[src/hdl/ibc_pkg.sv]
// ----------------------------------------------------------------------------
// ibc_pkg
// shared types and constants for the imu bias calibration block
// ----------------------------------------------------------------------------
package ibc_pkg;

    localparam int OUTPUT_FRAC_BITS = 16;
    localparam int OFFSET_FRAC_BITS = 8;
    localparam int COUNT_WIDTH      = 16;
    localparam int AXES             = 6;
    localparam int RAW_W            = 16;
    localparam int SUM_W            = 32;
    localparam int OFS_W            = RAW_W + OFFSET_FRAC_BITS;
    localparam int CORR_W           = OFS_W + 1;
    localparam int GAIN_W           = 30;
    localparam int PROD_W           = CORR_W + GAIN_W + 1;
    localparam int GAIN_SHIFT       = 40;
    localparam int RND_SHIFT        = GAIN_SHIFT + OFFSET_FRAC_BITS - OUTPUT_FRAC_BITS;
    localparam int DIVD_W           = SUM_W + OFFSET_FRAC_BITS;
    localparam int DSTEP_W          = $clog2(DIVD_W);
    localparam int OUT_W            = 32;

    localparam logic [GAIN_W-1:0] ACCEL_GAIN = 30'd658337956;
    localparam logic [GAIN_W-1:0] GYRO_GAIN  = 30'd146489298;

    localparam logic [1:0] ST_VALID    = 2'd0;
    localparam logic [1:0] ST_NOTREADY = 2'd1;
    localparam logic [1:0] ST_TAKEN    = 2'd2;
    localparam logic [1:0] ST_DONE     = 2'd3;

    localparam logic REG_DEVICE_READY  = 1'b0;
    localparam logic REG_CALIB_SAMPLES = 1'b1;

    typedef struct packed {
        logic acc;
        logic mul;
        logic div_load;
        logic div_step;
        logic div_finish;
    } ibc_lane_cmd_t;

endpackage

[src/hdl/ibc_merge.sv]
// ----------------------------------------------------------------------------
// ibc_merge
// gathers lane results and status into the output register
// ----------------------------------------------------------------------------
module ibc_merge (
    input  logic                                   clk,
    input  logic                                   load,
    input  logic [1:0]                             status_in,
    input  logic signed [ibc_pkg::OUT_W-1:0]       lane_data [ibc_pkg::AXES],
    output logic [1:0]                             status,
    output logic signed [ibc_pkg::OUT_W-1:0]       data [ibc_pkg::AXES]
);

    logic [1:0]                       status_reg;
    logic signed [ibc_pkg::OUT_W-1:0] data_reg [ibc_pkg::AXES];

    always_ff @(posedge clk)
    begin
        if (load)
        begin
            status_reg <= status_in;
            for (int i = 0; i < ibc_pkg::AXES; i++)
                data_reg[i] <= (status_in == ibc_pkg::ST_VALID) ? lane_data[i] : '0;
        end
    end

    assign status = status_reg;
    assign data   = data_reg;

endmodule

[config.mk]
export PLATFORM = sky130hd
export DESIGN_NAME = ibc_merge
export DESIGN_NICKNAME = d
export VERILOG_FILES = /design/src/hdl/ibc_pkg.sv /design/src/hdl/ibc_merge.sv
export SDC_FILE = /design/constraint.sdc
export NUM_CORES = 1
export LEC_CHECK = 0
export ABC_AREA = 1
export BUFFER_PORTS_ARGS = -buffer_cell sky130_fd_sc_hd__buf_2
export CORE_UTILIZATION = 30
export CTS_CLUSTER_DIAMETER = 60
export DETAILED_ROUTE_END_ITERATION = 12
export PLACE_DENSITY_LB_ADDON = 0.2
export SLEW_MARGIN = 20
export SYNTH_ARGS = -nofsm -noshare
export SYNTH_HDL_FRONTEND = slang
export SYNTH_SLANG_ARGS = --single-unit
[constraint.sdc]
create_clock -name clk -period 1.2 [get_ports clk]
set_input_delay 0.18 -clock clk [delete_from_list [all_inputs] [get_ports clk]]
set_output_delay 0.18 -clock clk [all_outputs]
set_load 0.01 [all_outputs]
# Word-level counts from Yosys, hierarchy flattened
# Index checks and enable logic that the tools add are counted.
# word_totals
output_inout_bits,194
elab_cells,8
reg_bits,194
# classes
reduce_logical,1
# op_table
op,count
logical NOT 2 bit,1

# Logic depth before layout (Yosys ltp)
# depth
depth_word,1
depth_mapped,5

# Worst setup path before layout
# OpenSTA, ideal clock, no wires.
# synth_path
path_type,input to register
from,in status_in[0]
to,"reg data_reg, in the netlist data[0] (data pin)"
setup_ns,0.251
n_path_buf,2
cell_stages,5
slack_ns,0.310
t_required_ns,0.949
arrival_ns,0.639
cell_sequence,inv_2 > nand2_2 > buf_8 > buf_8 > nor2_2
# synth_between
elab_chain_len,1
# synth_lines
item,line,text
start: declaration,ibc_merge.sv:8,"input logic [1:0] status_in,"
logical NOT 2 bit,ibc_merge.sv:23,data_reg[i] <= (status_in == ibc_pkg::ST_VALID) ? lane_data[i] : '0;
end signal: indexed assignment,ibc_merge.sv:23,
end: declaration,ibc_merge.sv:15,logic signed [ibc_pkg::OUT_W-1:0] data_reg [ibc_pkg::AXES];
# Every way passes these cells.
# A chain may end at the register's enable or synchronous reset.

# Worst setup path after layout
# layout_path
from,"reg data_reg, in the netlist data[104]"
to,out data[104] (netlist bit)
# layout_lines
item,line,text
end: declaration,ibc_merge.sv:11,output logic signed [ibc_pkg::OUT_W-1:0] data [ibc_pkg::AXES]
# No word-level cell between the ends.

==> impl_metrics.json <==
{
  "synth_top_area_frac": 0.747,
  "hold_start": "lane_data[157]",
  "instances_no_fill": 1377,
  "fin_crit_sh": 0.984,
  "cts_sinks": 194,
  "worstHoldPathType": "in2reg",
  "grt_max_degree": 57,
  "yosysWarnings": 0,
  "met2WireLength_mm": 9.31,
  "cts_tree": "done",
  "finalWirelength_mm": 19.3,
  "drt_iter0_drc": 384,
  "final_core_util": 0.437,
  "wl_per_cell_um": 14.0,
  "viasPerCell": 3.91,
  "holdPathEnd": "data[157]",
  "synthAdderAreaFrac": 0,
  "synth_cell_types": 9,
  "hold-path-cell-count": 3,
  "final_cell_area_um2": 11100,
  "synth.largest_area_cell": "edfxtp_1",
  "hold_viol": 0,
  "antenna_found_initial": 3,
  "ys_seq_area_frac": 0.747,
  "met3_length_mm": 2.03,
  "synthToLayoutAreaGrowth_pct": 41.8,
  "avgSynthCellArea_um2": 13.0,
  "critPathLaunchType": "register",
  "rows": 58,
  "synthMostInstantiatedCell": "edfxtp_1",
  "wl_met1_mm": 7.71,
  "start_util": 0.308,
  "path_delay_family": "flip-flops",
  "synth_cells": 602,
  "relSlewSlack": 0.814,
  "synth_top_family_by_area": "buffers and inverters",
  "ys.flop_type": "edfxtp_1",
  "die_area_um2": 26700,
  "post-dp-hpwl_mm": 14.9,
  "hold-worst-slack_ps": 42.6,
  "synth_area_um2": 7800,
  "top_layer": "met5",
  "crit_path_top_delay_cell": "edfxtp_1",
  "placed_area_um2": 10300,
  "fp.dieW_um": 163,
  "setup_viol": 0,
  "drc_errors": 0,
  "synth_mux_area_frac": 0,
  "drtPass1Iterations": 4,
  "synth_edf_count": 194,
  "rsz0062_at_grt": "true",
  "synth-compound-area-share": 0,
  "crit_arrival_ps": 1000,
  "critPathKind": "reg2out",
  "ir_drop_uv": 779,
  "io_pins": 390,
  "path_clk_slew_ps": 80,
  "worstPathMaxFanout": 1,
  "slowest_delay_ps": 420,
  "vias": 5378,
  "die_h_um": 163,
  "n_fill_cell": 2482,
  "cap_violations": 0,
  "track_usage": 0.141,
  "period_minus_slack_ps": 1180,
  "p_leak_nw": 5.39,
  "dpl.cell_count": 1334,
  "gp_routability_congestion": 0.756,
  "required_ps": 1020,
  "yosys.area_share.simple": 0.125,
  "path_cells": "buf_2",
  "drtAntennaViolNets": 0,
  "ys_ff_latch": 194,
  "p_per_area_nw_per_um2": 1420,
  "tightest_slew_ps": 278,
  "slew_violations": 0,
  "cts_inserted_buffers": 17,
  "outcome": "finished clean",
  "worst_setup_path_end_kind": "primary output",
  "grt_pass1_wl_mm": 28.2,
  "port-buffer-count": 389,
  "htreeDepth": 4,
  "core_um2": 25300,
  "cts_root_buf": "clkbuf_16",
  "drive_above_1_share": 0.544,
  "synth_xor_area_frac": 0,
  "grt_pass1_vias": 5196,
  "synthTopCellsByArea": "edfxtp_1, inv_1, nor2_2",
  "async_flop_share": 0,
  "synth_common_cells": "edfxtp_1, inv_1, nor2_2, nor2_1, buf_8",
  "path_buf_inv": 1,
  "synthesis.nets": 798,
  "fin_nets": 1229,
  "largest_reg_flops": 192,
  "grt_overflow": 0,
  "fmax_mhz": 847,
  "clock_path_buffers": 2
}
## repair_timing
| item | in CTS | in global routing |
|---|---|---|
| gates cloned | 0 | 0 |
| endpoints found under the hold margin | 2 | 0 |
| setup buffers | 0 | 8 |
| endpoints found under the setup margin | 4 | 34 |
| resized for setup | 4 | 6 |
| hold buffers | 2 | 0 |
## worst max path at each step
stage               depth (start not counted)        end  slack (ps)         start
finish                                      1  data[104]          20     data[104]
global route                                1   data[62]         -30      data[62]
CTS                                         1   data[62]         -30      data[62]
detailed placement                          6  data[130]         100  status_in[0]
global placement                            6  data[122]         120  status_in[0]
floorplan                                   5    data[0]         310  status_in[0]
## cell usage in the layout (no fill, tap or decap), types with 2 or more instances in the layout
master         count
nor2_2           104
clkbuf_16         17
buf_4             28
edfxtp_1         194
buf_2            385
nor2_1            88
inv_2              2
buf_12            13
inv_6              4
inv_1            192
dlygate4sd3_1      2
clkinv_8           3
buf_6              3
inv_8              3
## logic make-up after synthesis
logic type	Yosys count
buffers and inverters	215
DFF	194
and+or+nand+nor	193
## metal layers
metal  up-vias  GRT usage
met2       260      0.235
met3        12     0.0564
met4         2     0.0459
met1      2435      0.166
met5         -          0
li1       2669          -
## through the flow
step | TNS, ps | total power [mW] | setup WS [ps]
floorplan | 0 | 8.98 | 310
detailed placement | 0 | 10.1 | 104
global route | -129 | 16.4 | -30.3
finish | 0 | 15.8 | 19.1
global placement | 0 | 10.1 | 117
CTS | -68.2 | 16.0 | -25.6
## report_power, final
| part | switching [mW] | internal, mW |
|---|---|---|
| clock network | 2.82 | 2.98 |
| registers | 0.117 | 7.97 |
| logic | 1.04 | 0.819 |
## layout make-up
type	count	area [µm²]	area share
antenna	1	2.50	0.000226
tap	330	413	0.0373
sequential	194	5830	0.527
clock inverter	15	173	0.0156
inverter	194	728	0.0658
timing repair buffer	433	2490	0.225
multi-input combinational	193	1000	0.0905
clock buffer	17	425	0.0385
No activity file was read; power rests on OpenSTA's default activity.
