`src/hdl/ibc_pkg.sv`:
```
// ----------------------------------------------------------------------------
// ibc_pkg
// shared types and constants for the imu bias calibration block
// ----------------------------------------------------------------------------
package ibc_pkg;

    localparam int OUTPUT_FRAC_BITS = 16;
    localparam int OFFSET_FRAC_BITS = 8;
    localparam int COUNT_WIDTH      = 16;
    localparam int AXES             = 6;
    localparam int RAW_W            = 16;
    localparam int SUM_W            = 32;
    localparam int OFS_W            = RAW_W + OFFSET_FRAC_BITS;
    localparam int CORR_W           = OFS_W + 1;
    localparam int GAIN_W           = 30;
    localparam int PROD_W           = CORR_W + GAIN_W + 1;
    localparam int GAIN_SHIFT       = 40;
    localparam int RND_SHIFT        = GAIN_SHIFT + OFFSET_FRAC_BITS - OUTPUT_FRAC_BITS;
    localparam int DIVD_W           = SUM_W + OFFSET_FRAC_BITS;
    localparam int DSTEP_W          = $clog2(DIVD_W);
    localparam int OUT_W            = 32;

    localparam logic [GAIN_W-1:0] ACCEL_GAIN = 30'd658337956;
    localparam logic [GAIN_W-1:0] GYRO_GAIN  = 30'd146489298;

    localparam logic [1:0] ST_VALID    = 2'd0;
    localparam logic [1:0] ST_NOTREADY = 2'd1;
    localparam logic [1:0] ST_TAKEN    = 2'd2;
    localparam logic [1:0] ST_DONE     = 2'd3;

    localparam logic REG_DEVICE_READY  = 1'b0;
    localparam logic REG_CALIB_SAMPLES = 1'b1;

    typedef struct packed {
        logic acc;
        logic mul;
        logic div_load;
        logic div_step;
        logic div_finish;
    } ibc_lane_cmd_t;

endpackage

```
`src/hdl/ibc_lane.sv`:
```
// ----------------------------------------------------------------------------
// ibc_lane
// one axis: bias sum, serial offset divider, correction and unit scaling
// ----------------------------------------------------------------------------
module ibc_lane #(
    parameter bit IS_GYRO = 1'b0
) (
    input  logic                                   clk,
    input  logic                                   rst_n,
    input  ibc_pkg::ibc_lane_cmd_t                 cmd,
    input  logic signed [ibc_pkg::RAW_W-1:0]       raw,
    input  logic                                   calibrated,
    input  logic [ibc_pkg::COUNT_WIDTH-1:0]        den,
    output logic signed [ibc_pkg::OUT_W-1:0]       data
);

    localparam logic [ibc_pkg::GAIN_W-1:0] GAIN =
        IS_GYRO ? ibc_pkg::GYRO_GAIN : ibc_pkg::ACCEL_GAIN;
    localparam int REM_W = ibc_pkg::COUNT_WIDTH + 1;
    localparam int CORR_W = ibc_pkg::CORR_W;

    logic signed [ibc_pkg::SUM_W-1:0]  sum_reg;
    logic signed [ibc_pkg::OFS_W-1:0]  offset_reg;
    logic signed [ibc_pkg::PROD_W-1:0] prod_reg;
    logic [ibc_pkg::DIVD_W-1:0]        quo_reg;
    logic [REM_W-1:0]                  rem_reg;
    logic                              neg_reg;

    logic [ibc_pkg::DIVD_W-1:0]        sum_mag;
    logic [REM_W-1:0]                  rem_sh;
    logic                              q_bit;
    logic [REM_W-1:0]                  rem_next;
    logic [ibc_pkg::OFS_W:0]           q_rnd;
    logic signed [ibc_pkg::CORR_W-1:0] corr;
    logic [ibc_pkg::PROD_W-1:0]        p_mag;
    logic [ibc_pkg::PROD_W-1:0]        p_rnd;
    logic signed [ibc_pkg::OUT_W:0]    res;

    always_comb
    begin
        // magnitude of sum scaled to offset fraction bits
        sum_mag = sum_reg[ibc_pkg::SUM_W-1]
            ? {(ibc_pkg::DIVD_W - ibc_pkg::SUM_W)'(0), -sum_reg} << ibc_pkg::OFFSET_FRAC_BITS
            : {(ibc_pkg::DIVD_W - ibc_pkg::SUM_W)'(0), sum_reg} << ibc_pkg::OFFSET_FRAC_BITS;
        rem_sh   = {rem_reg[REM_W-2:0], quo_reg[ibc_pkg::DIVD_W-1]};
        q_bit    = rem_sh >= {1'b0, den};
        rem_next = q_bit ? rem_sh - {1'b0, den} : rem_sh;
        // half away from zero: bump when twice the remainder reaches the divisor
        q_rnd = {1'b0, quo_reg[ibc_pkg::OFS_W-1:0]}
              + (ibc_pkg::OFS_W + 1)'({rem_reg, 1'b0} >= {2'b00, den});
        corr = ($signed({raw, ibc_pkg::OFFSET_FRAC_BITS'(0)}))
             - (calibrated ? CORR_W'(offset_reg) : CORR_W'(0));
        p_mag = prod_reg[ibc_pkg::PROD_W-1] ? -prod_reg : prod_reg;
        p_rnd = (p_mag + (ibc_pkg::PROD_W'(1) << (ibc_pkg::RND_SHIFT - 1)))
                >> ibc_pkg::RND_SHIFT;
        res = prod_reg[ibc_pkg::PROD_W-1] ? -$signed(p_rnd[ibc_pkg::OUT_W:0])
                                         : $signed(p_rnd[ibc_pkg::OUT_W:0]);
        if (res > $signed({2'b00, {(ibc_pkg::OUT_W-1){1'b1}}}))
            data = {1'b0, {(ibc_pkg::OUT_W-1){1'b1}}};
        else if (res < $signed({2'b11, {(ibc_pkg::OUT_W-1){1'b0}}}))
            data = {1'b1, {(ibc_pkg::OUT_W-1){1'b0}}};
        else
            data = res[ibc_pkg::OUT_W-1:0];
    end

    always_ff @(posedge clk or negedge rst_n)
    begin
        if (!rst_n)
        begin
            sum_reg    <= '0;
            offset_reg <= '0;
        end
        else
        begin
            if (cmd.acc)
                sum_reg <= sum_reg + ibc_pkg::SUM_W'(raw);
            else if (cmd.div_load)
                sum_reg <= '0;
            if (cmd.div_finish)
                offset_reg <= neg_reg ? -q_rnd[ibc_pkg::OFS_W-1:0] : q_rnd[ibc_pkg::OFS_W-1:0];
        end
    end

    always_ff @(posedge clk)
    begin
        if (cmd.mul)
            prod_reg <= corr * $signed({1'b0, GAIN});
        if (cmd.div_load)
        begin
            quo_reg <= sum_mag;
            rem_reg <= '0;
            neg_reg <= sum_reg[ibc_pkg::SUM_W-1];
        end
        else if (cmd.div_step)
        begin
            quo_reg <= {quo_reg[ibc_pkg::DIVD_W-2:0], q_bit};
            rem_reg <= rem_next;
        end
    end

endmodule

```
`config.mk`:
```
export PLATFORM = sky130hd
export DESIGN_NAME = ibc_lane
export DESIGN_NICKNAME = d
export VERILOG_FILES = /design/src/hdl/ibc_pkg.sv /design/src/hdl/ibc_lane.sv
export SDC_FILE = /design/constraint.sdc
export NUM_CORES = 1
export LEC_CHECK = 0
export ABC_AREA = 0
export BUFFER_PORTS_ARGS = -buffer_cell sky130_fd_sc_hd__buf_2
export CELL_PAD_IN_SITES_DETAIL_PLACEMENT = 0
export CELL_PAD_IN_SITES_GLOBAL_PLACEMENT = 1
export CORE_MARGIN = 2
export CORE_UTILIZATION = 35
export DETAILED_ROUTE_END_ITERATION = 16
export PLACE_DENSITY = 0.72
export SYNTH_ARGS = -nofsm -noshare
export SYNTH_HDL_FRONTEND = slang
export SYNTH_SLANG_ARGS = --single-unit
```
`constraint.sdc`:
```
create_clock -name clk -period 9.3 [get_ports clk]
set_input_delay 1.395 -clock clk [delete_from_list [all_inputs] [get_ports clk]]
set_output_delay 1.395 -clock clk [all_outputs]
set_load 0.02 [all_outputs]
```
======== Yosys cells after proc, flatten, opt, wreduce, memory -nomap -nowiden ========
Cells that the tools add are included.
storage, ports and cells
  output and inout bits ................... 32
  flip-flop bits (word level) ............. 168
operators by class
  multiplexer cells ....................... 12
  reduce and logical (&&, ||, !) cells .... 2
  magnitude comparators ................... 4
  multipliers ............................. 1
  add/subtract/negate cells ............... 9
operator list
  kind                                                                             count
  32-bit 2-to-1 mux                                                                4
  40-bit 2-to-1 mux                                                                3
  56-bit by 32-bit adder with 56-bit output (second input constant)                1
  56-bit 2-to-1 mux                                                                1
  56-bit negator                                                                   1
  25-bit by 29-bit multiplier with 54-bit output (second input constant)           1
  33-bit by 32-bit > comparator with 1-bit output (second input constant)          1
  33-bit by 32-bit less-than comparator with 1-bit output (second input constant)  1
  33-bit 2-to-1 mux                                                                1
  24-bit negator with 33-bit output                                                1
  32-bit by 16-bit adder with 32-bit output                                        1
  32-bit negator                                                                   1
  25-bit 2-to-1 mux                                                                1
  24-bit by 25-bit subtractor with 25-bit output                                   1
  24-bit by 1-bit adder with 24-bit output                                         1
  24-bit 2-to-1 mux                                                                1
  24-bit negator                                                                   1
  18-bit by 16-bit greater-or-equal comparator with 1-bit output                   1
  17-bit by 16-bit greater-or-equal comparator with 1-bit output                   1
  17-bit 2-to-1 mux                                                                1
  17-bit by 16-bit subtractor with 17-bit output                                   1
  2-bit nonzero test                                                               2

======== Logic depth before layout (Yosys ltp) ========
  depth after elaboration ................. 8
  gate-level depth with buffers ........... 37
  depth with buffers taken out ............ 35

======== Worst setup path after synthesis ========
OpenSTA, ideal clock, no wires.
  path kind ............................... input to register
  start point ............................. in calibrated
  end point ............................... reg prod_reg[54] in the netlist's numbering, data pin
  stages on the path ...................... 36
  required time ........................... 9.035 ns
  slack ................................... -0.725 ns
  arrival ................................. 9.760 ns
  cell sequence ........................... clkbuf_1 -> clkbuf_1 -> nand2_1 -> ha_1 -> a21oi_1 -> o21bai_1 -> a211oi_1 -> o311a_1 -> nor2b_1 -> o21a_1 -> nor4_1 -> nor2_1 -> xnor2_1 -> inv_1 -> ha_1 -> xor2_1 -> ha_1 -> nand2b_1 -> fa_1 -> fa_1 -> inv_1 -> fa_1 -> fa_1 -> fa_1 -> inv_1 -> ha_1 -> nand3_1 -> nor2_1 -> and4_1 -> a22oi_1 -> a21boi_0 -> a31oi_1 -> o21ba_2 -> o211a_1 -> o21ai_0 -> xor2_1
on the way
  word-level cells in the longest chain between the ends .. 3
RTL lines
  what                                            RTL line        text
  start: declaration                              ibc_lane.sv:12  input logic calibrated,
  25-bit 2-to-1 mux                               ibc_lane.sv:52  - (calibrated ? CORR_W'(offset_reg) : CORR_W'(0));
  24-bit by 25-bit subtractor with 25-bit output  ibc_lane.sv:52
  25-bit by 29-bit multiplier with 54-bit output  ibc_lane.sv:87  prod_reg <= corr * $signed({1'b0, GAIN});
  end signal: assignment                          ibc_lane.sv:87
  end: declaration                                ibc_lane.sv:24  logic signed [ibc_pkg::PROD_W-1:0] prod_reg;
Every way passes these cells.
A chain may end at the register's enable or synchronous reset.

======== Final worst setup path ========
  start point ............................. in calibrated
  end point ............................... reg prod_reg[53] in the netlist's numbering, data pin
Same word-level chain as after synthesis.

==> run metrics <==
status=complete, no violations; Area Growth Syn to Fin=13.5%; Worst Path Required=9.53 ns; count of cell types in the netlist=92; Max-slew headroom=34.5%; fin. max-slew vios=0; Post-Route Skew=0.0101 ns; worst slew pin tran=0.975 ns; FFs w/ async S/R, synth=33.3%; sequential area share after synthesis=18.1%; Hold Path Class=reg2reg; CTS tree=done; Remaining Overflow, GRT=0; maximum fanout along the worst path=4; largest net degree at the start of global routing=68; HPWL after DPL=52400 µm; share of layout cells above drive strength 1=13.1%; pre-CTS setup slack=-0.504 ns; Die Span Y=273 µm; die width=273 µm; total wire length=61600 µm; Slowest-stage cell, CP=fa_1; fin crit period=8.93 ns; Syn Area/Cell=9.14 µm²; initial cell density of the core=35.5%; max-cap viol count=0; number of vias per cell=4.85; initial antenna violation count=1; RSZ-0062 raised after global routing=true; yosys warns=0; gpl congestion=0.929; Setup CP Type=in2reg; PortBufs=71; Setup-failing EPs final=0; CP Launch Type=primary input; total number of vias=19131; period utilization=96.0%; max reg flops=54; Area contributors post-synth=fa_1 (19%), ha_1 (17%), edfxtp_1 (11%), inv_1 (7.1%), dfrtp_1 (5.5%); clk slew on worst S/H paths=0.07 ns; Mapped Cells=2778; Final nets=3616; CP max stage delay=0.58 ns; final hold viol count=0; number of enable flip-flop cells after synthesis=95; Mapped Area=25400 µm²; Core ar.=71600 µm²; Clock Latency Late Sink=0.50 ns; crit path capture type=flip-flop; r2r setup slk=0.49 ns; highest-count cells in the layout ignoring fill and taps=inv_1 (477), ha_1 (345), fa_1 (245); Rows=98; DIE AREA=74700 µm²; Routed WL per cell=15.6 µm; CP dominant cell by count=fa_1; number of diodes=0; fmax=112 MHz; Clock Sinks=168; CP arrival=9.16 ns; number of global-route vias before repair=19178; IO Pins=72; CTS Root Cell=clkbuf_16; drt drc=0; DRT Pass-1 Iters=7; Buffers & Inverters on Critical Path=5; Synth Flop Type=edfxtp_1; H-tree levels=4; initial DRC count=918; antenna viol nets, final=0; cell family with most CP delay=adder cells; synthesis-stage register bit count=168; Synth top area share=19.5%; fill count=7232; clock buffer depth=2; Synth area leader=fa_1; Num CTS Buffers=17; leading cell type in the layout, fill and taps excluded=inv_1; Tot GR Track Use=17.0%; post-route setup slack=0.373 ns; first-pass GRT wire length=101000 µm; Synth Net Count=3415
## cells in the mapped netlist, types with 56 or more instances
cell and number:
inv_1 479, ha_1 350, fa_1 247, nand2_1 205
nor2_1 152, xnor2_1 139, a21oi_1 137, o21ai_0 123
xor2_1 105, edfxtp_1 95, clkbuf_1 57, dfrtp_1 56
## layout make-up
| type | instances | area, µm² | share of cell area (%) |
|---|---|---|---|
| well taps | 950 | 1190 | 4.13 |
| flip-flops and latches | 168 | 4590 | 15.9 |
| multi-input cells | 2059 | 18900 | 65.6 |
| clock buffers | 17 | 425 | 1.48 |
| clock inverters | 15 | 151 | 0.525 |
| inverters | 479 | 1800 | 6.24 |
| repair buffers | 254 | 1770 | 6.13 |
## stage by stage
stage               std cells  instance area [µm²]  utilization, %  hold slack [ns]  setup TNS [ns]
finish                   3942                28800            40.2            0.506               0
global placement         3908                28100            39.3            0.481           -4.25
detailed placement       3908                28100            39.3            0.496           -6.73
global route             3942                28800            40.2            0.525        -0.00566
floorplan                2778                25500               -            0.456       -0.000374
CTS                      3940                28700            40.1            0.509               0
## path summary, 6_finish.rpt
check | start | cells after the start | to
max in group asynchronous | rst_n | 2 | sum_reg[30]
setup / recovery | calibrated | 34 | prod_reg[53]
setup reg to reg | offset_reg[2] | 32 | prod_reg[53]
hold reg to reg | rem_reg[7] | 2 | rem_reg[7]
min in group asynchronous | rst_n | 2 | sum_reg[2]
hold / removal | rem_reg[7] | 2 | rem_reg[7]
## per-layer routing
layer	vias up	track usage (%)	wire length (µm)
met2	220	28.8	29600
met5	-	0	13
met1	9056	22.1	28800
met4	2	5.42	1540
li1	9782	-	-
met3	71	2.65	1660
## repair_timing
| action | 4_1_cts | 5_1_grt |
|---|---|---|
| setup endpoints to repair | 1 | 13 |
| hold buffers | 0 | 0 |
| pin swaps | 0 | 13 |
| setup buffers | 0 | 2 |
| gates resized for setup | 1 | 19 |
## cells by family (layout without fill, tap and decap cells)
logic type | after synthesis | count (layout) | share of synthesized area [%]
buffers and inverters | 551 | 765 | 8.29
multiplexers | 55 | 55 | 2.34
flip-flops | 168 | 168 | 18.1
AO/OA/AOI/OAI | 531 | 531 | 13.7
adder cells (fa/ha/maj) | 597 | 597 | 36.7
AND/OR/NAND/NOR | 631 | 631 | 12.4
XOR/XNOR | 245 | 245 | 8.48
## worst register-to-register path, delay by kind of cell (launching register included)
kind,cells,cell delay (ns)
adders and majority gates,8,3.62
and+or+nand+nor,5,1.22
xor gates and xnor gates,2,0.23
buffers and inverters,6,0.56
DFF,1,0.48
AOI/OAI and AO/OA,11,2.41
Power is not shown: default switching activity piles up to over one toggle a cycle in this logic, so the estimate is an artifact.
